## config.mk

```make
export PLATFORM = sky130hd
export DESIGN_NAME = signal_meter_peak_hold_ballistics_top
export DESIGN_NICKNAME = d
export VERILOG_FILES = /design/src/hdl/smph_pkg.sv /design/src/hdl/signal_meter_peak_hold_ballistics_top.sv
export SDC_FILE = /design/constraint.sdc
export NUM_CORES = 2
export LEC_CHECK = 0
export BUFFER_PORTS_ARGS = -buffer_cell sky130_fd_sc_hd__buf_2
export CAP_MARGIN = 30
export CORE_UTILIZATION = 59
export CTS_CLUSTER_SIZE = 10
export DETAILED_ROUTE_END_ITERATION = 12
export HOLD_SLACK_MARGIN = 0.1
export MAX_ROUTING_LAYER = met4
export PLACE_DENSITY = 0.9
export SYNTH_ARGS = -nofsm -noshare
export SYNTH_HDL_FRONTEND = slang
export SYNTH_SLANG_ARGS = --single-unit
export TNS_END_PERCENT = 1
```

## constraint.sdc

```tcl
create_clock -name clk -period 13.03 [get_ports clk]
set_clock_uncertainty 0.2 [all_clocks]
set_input_delay 1.303 -clock clk [delete_from_list [all_inputs] [get_ports clk]]
set_output_delay 1.303 -clock clk [all_outputs]
set_load 0.05 [all_outputs]
```

## src/hdl/smph_pkg.sv

```systemverilog
package smph_pkg;

	localparam int LVL_W = 19;
	localparam int FRAC_W = 17;

	localparam int S0_MDBM = -127000;
	localparam int S9_MDBM = -73000;
	localparam int TOP_MDBM = -13000;
	localparam int MDB_PER_S_UNIT = 6000;
	localparam int PEAK_RESET_MS = 10000;

	localparam int PEAK_STEP_TICKS = 50;
	localparam int PEAK_STEP_MDB = 500;
	localparam int LEVEL_MIN = -150000;
	localparam int LEVEL_MAX = 20000;
	localparam int ELAPSED_MAX = 131071;
	localparam int Q16_ONE = 65536;
	localparam int HOLD_TIME_MIN = 100;
	localparam int HOLD_TIME_MAX = 2000;
	localparam int SNAP_MAX = 4096;

	localparam logic [1:0] CMD_SAMPLE = 2'd0;
	localparam logic [1:0] CMD_TICK = 2'd1;
	localparam logic [1:0] CMD_HOLD_RST = 2'd2;

	localparam logic [1:0] DECAY_FAST = 2'd0;
	localparam logic [1:0] DECAY_MED = 2'd1;
	localparam logic [1:0] DECAY_SLOW = 2'd2;

	typedef enum logic [2:0] {
		REG_PEAK_MODE = 3'd0,
		REG_HOLD_EN = 3'd1,
		REG_HOLD_TIME = 3'd2,
		REG_DECAY_SEL = 3'd3,
		REG_ATTACK = 3'd4,
		REG_RELEASE = 3'd5,
		REG_SNAP = 3'd6
	} cfg_reg_t;

	// level to Q16 scale: floor((A*x + B) / D) done as (x*M + B') >> FRAC_SHIFT
	localparam int FRAC_SHIFT = 37;
	localparam int SPAN_LO = S9_MDBM - S0_MDBM;
	localparam int SPAN_HI = TOP_MDBM - S9_MDBM;
	localparam longint FRAC_M_LO =
		((longint'(6 * Q16_ONE) << FRAC_SHIFT) + longint'(10 * SPAN_LO) - 1)
		/ longint'(10 * SPAN_LO);
	localparam longint FRAC_M_HI =
		((longint'(4 * Q16_ONE) << FRAC_SHIFT) + longint'(10 * SPAN_HI) - 1)
		/ longint'(10 * SPAN_HI);
	localparam longint FRAC_B_LO = longint'(1) << (FRAC_SHIFT - 1);
	localparam longint FRAC_B_HI = ((longint'(6 * Q16_ONE + 5) << FRAC_SHIFT) + 9) / 10;
	localparam int M_LO_W = 19;
	localparam int M_HI_W = 18;
	localparam int SUM_W = 56;

	// S-unit / dB-over readout: floor(n / d) as (n*M) >> RD_SHIFT
	localparam int RD_SHIFT = 29;
	localparam int RD_M_W = 20;
	localparam int RD_N_W = 17;
	localparam int RD_Q_W = 8;
	localparam longint RD_M_OVER = ((longint'(1) << RD_SHIFT) + 999) / 1000;
	localparam longint RD_M_SU =
		((longint'(1) << RD_SHIFT) + MDB_PER_S_UNIT - 1) / MDB_PER_S_UNIT;
	localparam int OVER_MAX = 170;
	localparam int SU_MAX = 9;

	typedef struct packed {
		logic hi;
		logic [FRAC_W+M_LO_W-1:0] p_lo;
		logic [FRAC_W+M_HI_W-1:0] p_hi;
	} frac_part_t;

	function automatic frac_part_t frac_mul(input logic signed [LVL_W-1:0] dbm);
		logic signed [LVL_W-1:0] c;
		logic [FRAC_W-1:0] x;
		logic [M_LO_W+M_HI_W-1:0] m;
		frac_part_t r;
		c = dbm;
		if (c < S0_MDBM) c = LVL_W'(S0_MDBM);
		if (c > TOP_MDBM) c = LVL_W'(TOP_MDBM);
		r.hi = (c > S9_MDBM);
		x = r.hi ? FRAC_W'(c - S9_MDBM) : FRAC_W'(c - S0_MDBM);
		m = r.hi ? (M_LO_W+M_HI_W)'(FRAC_M_HI) : (M_LO_W+M_HI_W)'(FRAC_M_LO);
		r.p_lo = (FRAC_W+M_LO_W)'(x) * (FRAC_W+M_LO_W)'(m[M_LO_W-1:0]);
		r.p_hi = (FRAC_W+M_HI_W)'(x) * (FRAC_W+M_HI_W)'(m[M_LO_W+M_HI_W-1:M_LO_W]);
		return r;
	endfunction

	function automatic logic [FRAC_W-1:0] frac_sum(input frac_part_t p);
		logic [SUM_W-1:0] s;
		logic [SUM_W-FRAC_SHIFT-1:0] v;
		s = SUM_W'({p.p_hi, {M_LO_W{1'b0}}}) + SUM_W'(p.p_lo)
			+ (p.hi ? SUM_W'(FRAC_B_HI) : SUM_W'(FRAC_B_LO));
		v = s[SUM_W-1:FRAC_SHIFT];
		if (v > (SUM_W-FRAC_SHIFT)'(Q16_ONE)) return FRAC_W'(Q16_ONE);
		return FRAC_W'(v);
	endfunction

endpackage

```

## src/hdl/signal_meter_peak_hold_ballistics_top.sv

```systemverilog
// Channel   Dir  Handshake          Payload
// s_*       in   s_tvalid/s_tready  tuser: cmd; tdata: level_mdbm
// m_*       out  m_tvalid/m_tready  tdata: needle, target, peak, hold, hold line, S, over S9
// apb       in   psel/penable       7 registers at byte address 4*i, pready tied high
//
// One item per cycle unless m_tready stalls; each result is registered at every stage.
// Stages: state update, scale multiplies, scale sums/readout, needle step (its own loop).
// Reset clears meter state to the S0 level and config to its defaults; no clearing pass.
// Stalls on m_tready fill bubbles first; s_tready drops only when all four stages are full.
module signal_meter_peak_hold_ballistics_top (
	input  logic         clk,
	input  logic         arst_n,
	input  logic         psel,
	input  logic         penable,
	input  logic         pwrite,
	input  logic [4:0]   paddr,
	input  logic [31:0]  pwdata,
	output logic [31:0]  prdata,
	output logic         pready,
	input  logic         s_tvalid,
	output logic         s_tready,
	input  logic [23:0]  s_tdata,   // [18:0] level_mdbm
	input  logic [1:0]   s_tuser,   // [1:0] cmd
	output logic         m_tvalid,
	input  logic         m_tready,
	output logic [103:0] m_tdata    // needle_frac, target_frac, peak_mdbm, hold_mdbm,
	                                // hold_line_frac, s_units, over_s9_db
);
	import smph_pkg::*;

	// config
	logic        peak_mode_q;
	logic        hold_en_q;
	logic [10:0] hold_time_q;
	logic [1:0]  decay_sel_q;
	logic [15:0] attack_q;
	logic [15:0] release_q;
	logic [12:0] snap_q;

	// meter state
	logic signed [LVL_W-1:0] level_q, peak_q, hold_q, start_q;
	logic [5:0]  step_q;
	logic        decay_q;
	logic [13:0] rcnt_q;
	logic [16:0] elapsed_q;
	logic        run_q;
	logic [FRAC_W-1:0] needle_q;

	logic signed [LVL_W-1:0] level_n, peak_n, hold_n, start_n;
	logic [5:0]  step_n;
	logic        decay_n;
	logic [13:0] rcnt_n;
	logic [16:0] elapsed_n;
	logic        run_n;

	logic signed [LVL_W-1:0] raw_in, lv_in;
	logic [16:0] over_t;
	logic [4:0]  rate;
	logic [21:0] dec;
	logic signed [23:0] hv;

	logic accept, cfg_wr;
	logic en2, en3, en4;
	logic vld_s1, vld_s2, vld_s3, vld_s4;

	// stage 1
	logic [1:0] cmd_s1;
	logic signed [LVL_W-1:0] disp_s1, hold_s1, level_s1, peak_s1;
	frac_part_t fd_c, fh_c;
	logic above9_c, above0_c, vis_c, low_c;
	logic [RD_N_W-1:0] rd_n;
	logic [RD_M_W-1:0] rd_m;
	logic [RD_N_W+RD_M_W-1:0] rd_p;

	// stage 2
	logic [1:0] cmd_s2;
	logic signed [LVL_W-1:0] peak_s2, hold_s2;
	frac_part_t fd_s2, fh_s2;
	logic above9_s2, above0_s2, vis_s2, low_s2;
	logic [RD_Q_W-1:0] rdq_s2;
	logic [3:0] su_c;
	logic [7:0] over_c;

	// stage 3
	logic [1:0] cmd_s3;
	logic signed [LVL_W-1:0] peak_s3, hold_s3;
	logic [FRAC_W-1:0] target_s3, hmap_s3;
	logic [3:0] su_s3;
	logic [7:0] over_s3;
	logic vis_s3, low_s3;
	logic signed [FRAC_W:0] nd;
	logic [FRAC_W-1:0] mag, st, needle_n, hfrac_c;
	logic [15:0] alpha;
	logic [32:0] prod;

	// output
	logic [FRAC_W-1:0] needle_s4, target_s4, hfrac_s4;
	logic signed [LVL_W-1:0] peak_s4, hold_s4;
	logic [3:0] su_s4;
	logic [7:0] over_s4;

	assign pready = 1'b1;
	assign cfg_wr = psel & penable & pwrite;
	assign accept = s_tvalid & s_tready;

	assign en4 = !vld_s4 || m_tready;
	assign en3 = !vld_s3 || en4;
	assign en2 = !vld_s2 || en3;
	assign s_tready = !vld_s1 || en2;
	assign m_tvalid = vld_s4;

	always_comb begin
		unique case (paddr[4:2])
			REG_PEAK_MODE: prdata = 32'(peak_mode_q);
			REG_HOLD_EN:   prdata = 32'(hold_en_q);
			REG_HOLD_TIME: prdata = 32'(hold_time_q);
			REG_DECAY_SEL: prdata = 32'(decay_sel_q);
			REG_ATTACK:    prdata = 32'(attack_q);
			REG_RELEASE:   prdata = 32'(release_q);
			REG_SNAP:      prdata = 32'(snap_q);
			default:       prdata = 32'd0;
		endcase
	end

	// stage 0: item against meter state
	always_comb begin
		raw_in = $signed(s_tdata[LVL_W-1:0]);
		if (raw_in < LEVEL_MIN) lv_in = LVL_W'(LEVEL_MIN);
		else if (raw_in > LEVEL_MAX) lv_in = LVL_W'(LEVEL_MAX);
		else lv_in = raw_in;

		level_n = level_q;
		peak_n = peak_q;
		step_n = step_q;
		decay_n = decay_q;
		rcnt_n = rcnt_q;
		hold_n = hold_q;
		start_n = start_q;
		elapsed_n = elapsed_q;
		run_n = run_q;

		unique case (s_tuser)
			CMD_SAMPLE: begin
				level_n = lv_in;
				if (lv_in > peak_q) begin
					peak_n = lv_in;
					decay_n = 1'b1;
					step_n = 6'd0;
				end
				if (hold_en_q && lv_in > hold_q) begin
					hold_n = lv_in;
					start_n = lv_in;
					elapsed_n = 17'd0;
					run_n = 1'b1;
				end
			end
			CMD_TICK: begin
				if (decay_q) begin
					if (step_q >= 6'(PEAK_STEP_TICKS - 1)) begin
						step_n = 6'd0;
						peak_n = peak_q - LVL_W'(PEAK_STEP_MDB);
						if (peak_n < level_q) begin
							peak_n = level_q;
							decay_n = 1'b0;
						end
					end else begin
						step_n = step_q + 6'd1;
					end
				end
				if (rcnt_q >= 14'(PEAK_RESET_MS - 1)) begin
					rcnt_n = 14'd0;
					peak_n = level_q;
				end else begin
					rcnt_n = rcnt_q + 14'd1;
				end
				if (run_q && elapsed_q != 17'(ELAPSED_MAX)) elapsed_n = elapsed_q + 17'd1;
			end
			CMD_HOLD_RST: begin
				hold_n = level_q;
				start_n = level_q;
				run_n = 1'b0;
				elapsed_n = 17'd0;
			end
			default: ;
		endcase

		// hold line linear decay after hold time
		unique case (decay_sel_q)
			DECAY_FAST: rate = 5'd20;
			DECAY_SLOW: rate = 5'd5;
			default:    rate = 5'd10;
		endcase
		over_t = elapsed_n - 17'(hold_time_q);
		dec = 22'(over_t) * 22'(rate);
		hv = 24'(start_n) - $signed({2'b00, dec});
		if (hold_en_q && run_n && elapsed_n > 17'(hold_time_q))
			hold_n = (hv <= level_n) ? level_n : LVL_W'(hv);
	end

	always_ff @(posedge clk or negedge arst_n) begin
		if (!arst_n) begin
			peak_mode_q <= 1'b0;
			hold_en_q <= 1'b0;
			hold_time_q <= 11'd1000;
			decay_sel_q <= DECAY_MED;
			attack_q <= 16'd16384;
			release_q <= 16'd4096;
			snap_q <= 13'd66;
			level_q <= LVL_W'(S0_MDBM);
			peak_q <= LVL_W'(S0_MDBM);
			hold_q <= LVL_W'(S0_MDBM);
			start_q <= LVL_W'(S0_MDBM);
			step_q <= 6'd0;
			decay_q <= 1'b0;
			rcnt_q <= 14'd0;
			elapsed_q <= 17'd0;
			run_q <= 1'b0;
		end else if (cfg_wr) begin
			unique case (paddr[4:2])
				REG_PEAK_MODE: peak_mode_q <= pwdata[0];
				REG_HOLD_EN: begin
					hold_en_q <= pwdata[0];
					hold_q <= level_q;
					start_q <= level_q;
					run_q <= 1'b0;
					elapsed_q <= 17'd0;
				end
				REG_HOLD_TIME: begin
					if (pwdata[10:0] < 11'(HOLD_TIME_MIN)) hold_time_q <= 11'(HOLD_TIME_MIN);
					else if (pwdata[10:0] > 11'(HOLD_TIME_MAX)) hold_time_q <= 11'(HOLD_TIME_MAX);
					else hold_time_q <= pwdata[10:0];
				end
				REG_DECAY_SEL: decay_sel_q <= pwdata[1:0];
				REG_ATTACK:    attack_q <= pwdata[15:0];
				REG_RELEASE:   release_q <= pwdata[15:0];
				REG_SNAP:      snap_q <= (pwdata[12:0] > 13'(SNAP_MAX)) ? 13'(SNAP_MAX)
					: pwdata[12:0];
				default: ;
			endcase
		end else if (accept) begin
			level_q <= level_n;
			peak_q <= peak_n;
			hold_q <= hold_n;
			start_q <= start_n;
			step_q <= step_n;
			decay_q <= decay_n;
			rcnt_q <= rcnt_n;
			elapsed_q <= elapsed_n;
			run_q <= run_n;
		end
	end

	// stage 1: scale multiplies, readout divide, hold visibility
	always_comb begin
		fd_c = frac_mul(disp_s1);
		fh_c = frac_mul(hold_s1);
		above9_c = (disp_s1 > S9_MDBM);
		above0_c = (disp_s1 > S0_MDBM);
		rd_n = above9_c ? RD_N_W'(disp_s1 - S9_MDBM + 500)
			: RD_N_W'(disp_s1 - S0_MDBM + MDB_PER_S_UNIT / 2);
		rd_m = above9_c ? RD_M_W'(RD_M_OVER) : RD_M_W'(RD_M_SU);
		rd_p = (RD_N_W+RD_M_W)'(rd_n) * (RD_N_W+RD_M_W)'(rd_m);
		vis_c = hold_en_q && (hold_s1 > S0_MDBM + 1000);
		low_c = (hold_s1 <= level_s1 + 10);
	end

	// stage 2: scale sums, S-unit and dB-over clamp
	always_comb begin
		if (above9_s2) begin
			su_c = 4'(SU_MAX);
			over_c = (rdq_s2 > RD_Q_W'(OVER_MAX)) ? 8'(OVER_MAX) : 8'(rdq_s2);
		end else begin
			over_c = 8'd0;
			if (!above0_s2) su_c = 4'd0;
			else if (rdq_s2 > RD_Q_W'(SU_MAX)) su_c = 4'(SU_MAX);
			else su_c = 4'(rdq_s2);
		end
	end

	// stage 3: needle snap / step, hold line placement
	always_comb begin
		nd = $signed({1'b0, target_s3}) - $signed({1'b0, needle_q});
		mag = nd[FRAC_W] ? FRAC_W'(-nd) : FRAC_W'(nd);
		alpha = nd[FRAC_W] ? release_q : attack_q;
		prod = 33'(mag) * 33'(alpha);
		st = FRAC_W'((prod + 33'd32768) >> 16);
		if (mag <= FRAC_W'(snap_q)) needle_n = target_s3;
		else if (cmd_s3 == CMD_TICK) needle_n = nd[FRAC_W] ? needle_q - st : needle_q + st;
		else needle_n = needle_q;

		if (!vis_s3) hfrac_c = '0;
		else if (low_s3) hfrac_c = needle_n;
		else hfrac_c = (needle_n > hmap_s3) ? needle_n : hmap_s3;
	end

	always_ff @(posedge clk or negedge arst_n) begin
		if (!arst_n) begin
			vld_s1 <= 1'b0;
			vld_s2 <= 1'b0;
			vld_s3 <= 1'b0;
			vld_s4 <= 1'b0;
			needle_q <= '0;
		end else begin
			if (s_tready) vld_s1 <= s_tvalid;
			if (en2) vld_s2 <= vld_s1;
			if (en3) vld_s3 <= vld_s2;
			if (en4) vld_s4 <= vld_s3;
			if (en4 && vld_s3) needle_q <= needle_n;
		end
	end

	always_ff @(posedge clk) begin
		if (s_tready) begin
			cmd_s1 <= s_tuser;
			disp_s1 <= peak_mode_q ? peak_n : level_n;
			hold_s1 <= hold_n;
			level_s1 <= level_n;
			peak_s1 <= peak_n;
		end
		if (en2) begin
			cmd_s2 <= cmd_s1;
			peak_s2 <= peak_s1;
			hold_s2 <= hold_s1;
			fd_s2 <= fd_c;
			fh_s2 <= fh_c;
			above9_s2 <= above9_c;
			above0_s2 <= above0_c;
			rdq_s2 <= rd_p[RD_SHIFT +: RD_Q_W];
			vis_s2 <= vis_c;
			low_s2 <= low_c;
		end
		if (en3) begin
			cmd_s3 <= cmd_s2;
			peak_s3 <= peak_s2;
			hold_s3 <= hold_s2;
			target_s3 <= frac_sum(fd_s2);
			hmap_s3 <= frac_sum(fh_s2);
			su_s3 <= su_c;
			over_s3 <= over_c;
			vis_s3 <= vis_s2;
			low_s3 <= low_s2;
		end
		if (en4) begin
			needle_s4 <= needle_n;
			target_s4 <= target_s3;
			peak_s4 <= peak_s3;
			hold_s4 <= hold_s3;
			hfrac_s4 <= hfrac_c;
			su_s4 <= su_s3;
			over_s4 <= over_s3;
		end
	end

	assign m_tdata = {3'b000, over_s4, su_s4, hfrac_s4, hold_s4, peak_s4, target_s4, needle_s4};

endmodule

```

==> results.sh <==
export IMPL_status="finished, violations left"
export IMPL_violations="negative setup slack"
export IMPL_timing_rr_start="target_s3[0]$_SDFFCE_PN0P_"
export IMPL_clkSlewWorstSetupHoldPaths_ps=60
export IMPL_cts_tree="yes"
export IMPL_cp_max_fo=8
export IMPL_rr_worst_depth=59
export IMPL_endpoint_kind="flop"
export IMPL_syn_area_per_cell_um2=9.82
export IMPL_die_w_um=382
export IMPL_max_stage_delay_ps=590
export IMPL_worstSkewPairLatency_ps=700
export IMPL_start_util=0.597
export IMPL_post_drt_wl_per_cell_um=22.6
export IMPL_fmax_mhz=73.0
export IMPL_cts_path_max_buffers=3
export IMPL_ant_nets=0
export IMPL_crit_buf_inv=11
export IMPL_crit_type="flop to flop"
export IMPL_finalNetCount=11800
export IMPL_reg_top3="fd_s2: 68 flops, fh_s2: 68 flops"
export IMPL_critPathLaunch="target_s3[0]$_SDFFCE_PN0P_"
export IMPL_async_reset_ff_frac=0.301
export IMPL_wirelength_um=259000
export IMPL_cts_made_buffers=83
export IMPL_final_cell_mix="inv_1 (1709), ha_1 (1178), fa_1 (1090), buf_4 (714), nand2_1 (657)"
export IMPL_cap_viol_max_count=0
export IMPL_core_um2=142000
export IMPL_cp_top_family="adder cells"
export IMPL_finalCritPeriodShare=1.05
export IMPL_synth_edff_count=455
export IMPL_die_h_um=382
export IMPL_drive_gt1_frac=0.140
export IMPL_dieArea_um2=146000
export IMPL_start_kind="flop"
export IMPL_setup_viol=55
export IMPL_rsz0062_at_grt="yes"
export IMPL_slew_headroom=0.283
export IMPL_vias_per_cell=5.85
export IMPL_grt_pass1_vias=70900
export IMPL_cts_root_buf="clkbuf_16"
export IMPL_tightest_slew_ps=1070
export IMPL_synthTopCellsByArea="fa_1 (26%), ha_1 (18%), edfxtp_1 (16%)"
export IMPL_synth_top_area_frac=0.257
export IMPL_first_pass_iters=7
export IMPL_hold_class="flop to flop"
export IMPL_h_tree_depth=3
export IMPL_grt_start_max_net_pins=84
export IMPL_syn_inst=8654
export IMPL_drcViolationCount=0
export IMPL_num_vias=66900
export IMPL_area_delta_synth_final_pct=13.6
export IMPL_pin_count=209
export IMPL_hold_viol_final=0
export IMPL_fin_hold_ws_ps=190
export IMPL_dp_final_hpwl_um=212000
export IMPL_hold_start="low_s2$_DFFE_PP_"
export IMPL_hold_depth=0
export IMPL_yosysWarnings=0
export IMPL_worstPathRequired_ps=13260
export IMPL_final_common_cell="inv_1"
export IMPL_yosysTopAreaCell="fa_1"
export IMPL_drv_slew=0
export IMPL_drt_iter0_drc=6191
export IMPL_gp_congestion=1.01
export IMPL_overflow=0
export IMPL_period_needed_ps=13700
export IMPL_ys_seq_area_frac=0.219
export IMPL_path_common_cell="fa_1"
export IMPL_setup_slack_ps=-670
export IMPL_numClockSinks=651
export IMPL_synthFlopType="edfxtp_1"
export IMPL_portBuffers=165
export IMPL_cpMaxStageDelayCell="fa_1"
export IMPL_path_depth=59
export IMPL_rows=138
export IMPL_antenna_found_initial=25
export IMPL_synth_area_um2=85000
export IMPL_r2r_slack_ps=-670
export IMPL_grt_usage=0.373
export IMPL_synth_cell_types=99
export IMPL_grt_first_pass_wirelength_um=404000
export IMPL_cp_arrival_ps=13930
export IMPL_synth_seq_cells=651
==> cell usage after synthesis, types with 12 or more instances <==
cell type / count
nand4_1: 62
o21a_1: 69
xnor2_1: 241
o31ai_1: 17
a21boi_0: 17
a22oi_1: 27
inv_1: 1719
nor3b_1: 13
and3_1: 55
o31a_1: 15
o211ai_1: 27
nor2_1: 571
or2_2: 23
a221o_1: 23
and4_1: 12
mux2_2: 80
clkbuf_1: 182
nor2b_1: 85
and2_1: 71
o21bai_1: 35
buf_1: 17
a211oi_1: 32
buf_4: 21
o22ai_1: 29
mux2i_1: 63
nand2b_1: 73
nor4_1: 24
dfstp_2: 51
o21ai_1: 24
nor3_1: 116
nand3_1: 123
nand2_1: 663
xor2_1: 99
edfxtp_1: 455
a21oi_1: 300
or3_1: 37
o21ai_0: 336
dfrtp_1: 145
a31oi_1: 64
a22o_1: 12
fa_1: 1093
ha_1: 1192
a21o_1: 164
==> routing by layer <==
metal	vias up	part of all wire	GRT usage	wire [um]
met5	-	0	-	0
met4	0	0.057	0.180	14800
met3	710	0.093	0.0708	24100
met2	3093	0.47	0.595	122000
met1	33000	0.38	0.456	98400
li1	30100	-	-	-
==> cell families (layout without fill, tap and decap cells) <==
logic type	after synthesis	after routing	synth area share
adder cells (fa/ha/maj)	2285	2285	0.433
AND/OR/NAND/NOR	1962	1962	0.106
buffers and inverters	1947	2772	0.0871
AO/OA/AOI/OAI	1316	1316	0.0997
flip-flops	651	651	0.219
XOR/XNOR	342	342	0.0356
multiplexers	149	149	0.0189
other	2	77	0.0000884
==> final cells by class <==
| type | count | area [um2] |
|---|---|---|
| Sequential cell | 651 | 18600 |
| Antenna cell | 26 | 65.1 |
| Multi-Input combinational cell | 6105 | 59800 |
| Clock buffer | 121 | 2310 |
| Inverter | 1723 | 6470 |
| Clock inverter | 21 | 322 |
| Timing Repair Buffer | 907 | 6550 |
| Fill cell | 10700 | 45700 |
| Tap cell | 1890 | 2360 |
==> path summary, 6_finish.rpt <==
check / endpoint
worst min-delay path: low_s3$_DFFE_PP_
max in group asynchronous: release_q[13]$_DFFE_PN0P_
min in group asynchronous: peak_q[2]$_DFFE_PN0P_
worst min register to register: low_s3$_DFFE_PP_
worst max register to register: hfrac_s4[15]$_SDFFCE_PN0N_
worst max-delay path: hfrac_s4[15]$_SDFFCE_PN0N_
==> repair_timing <==
action                                  4_1_cts  5_1_grt
gates cloned                                  2        0
gates resized for setup                      87       38
pin swaps                                    63        7
hold buffers                                  0        0
setup buffers                                30        0
endpoints found under the setup margin       60       75
==> stage by stage <==
stage	instances	utilization	setup WS [ps]	area, um2	TNS (ps)
after floorplan	8703	-	-366	85400	-9410
after global placement	11200	0.653	-879	92900	-41010
after detailed placement	11200	0.654	-1130	93000	-52650
after CTS	11400	0.677	-499	96300	-10000
after global routing	11400	0.678	-1290	96500	-52120
final	11400	0.679	-670	96600	-16610
Power is not shown: default switching activity piles up to over one toggle a cycle in this logic, so the estimate is an artifact.
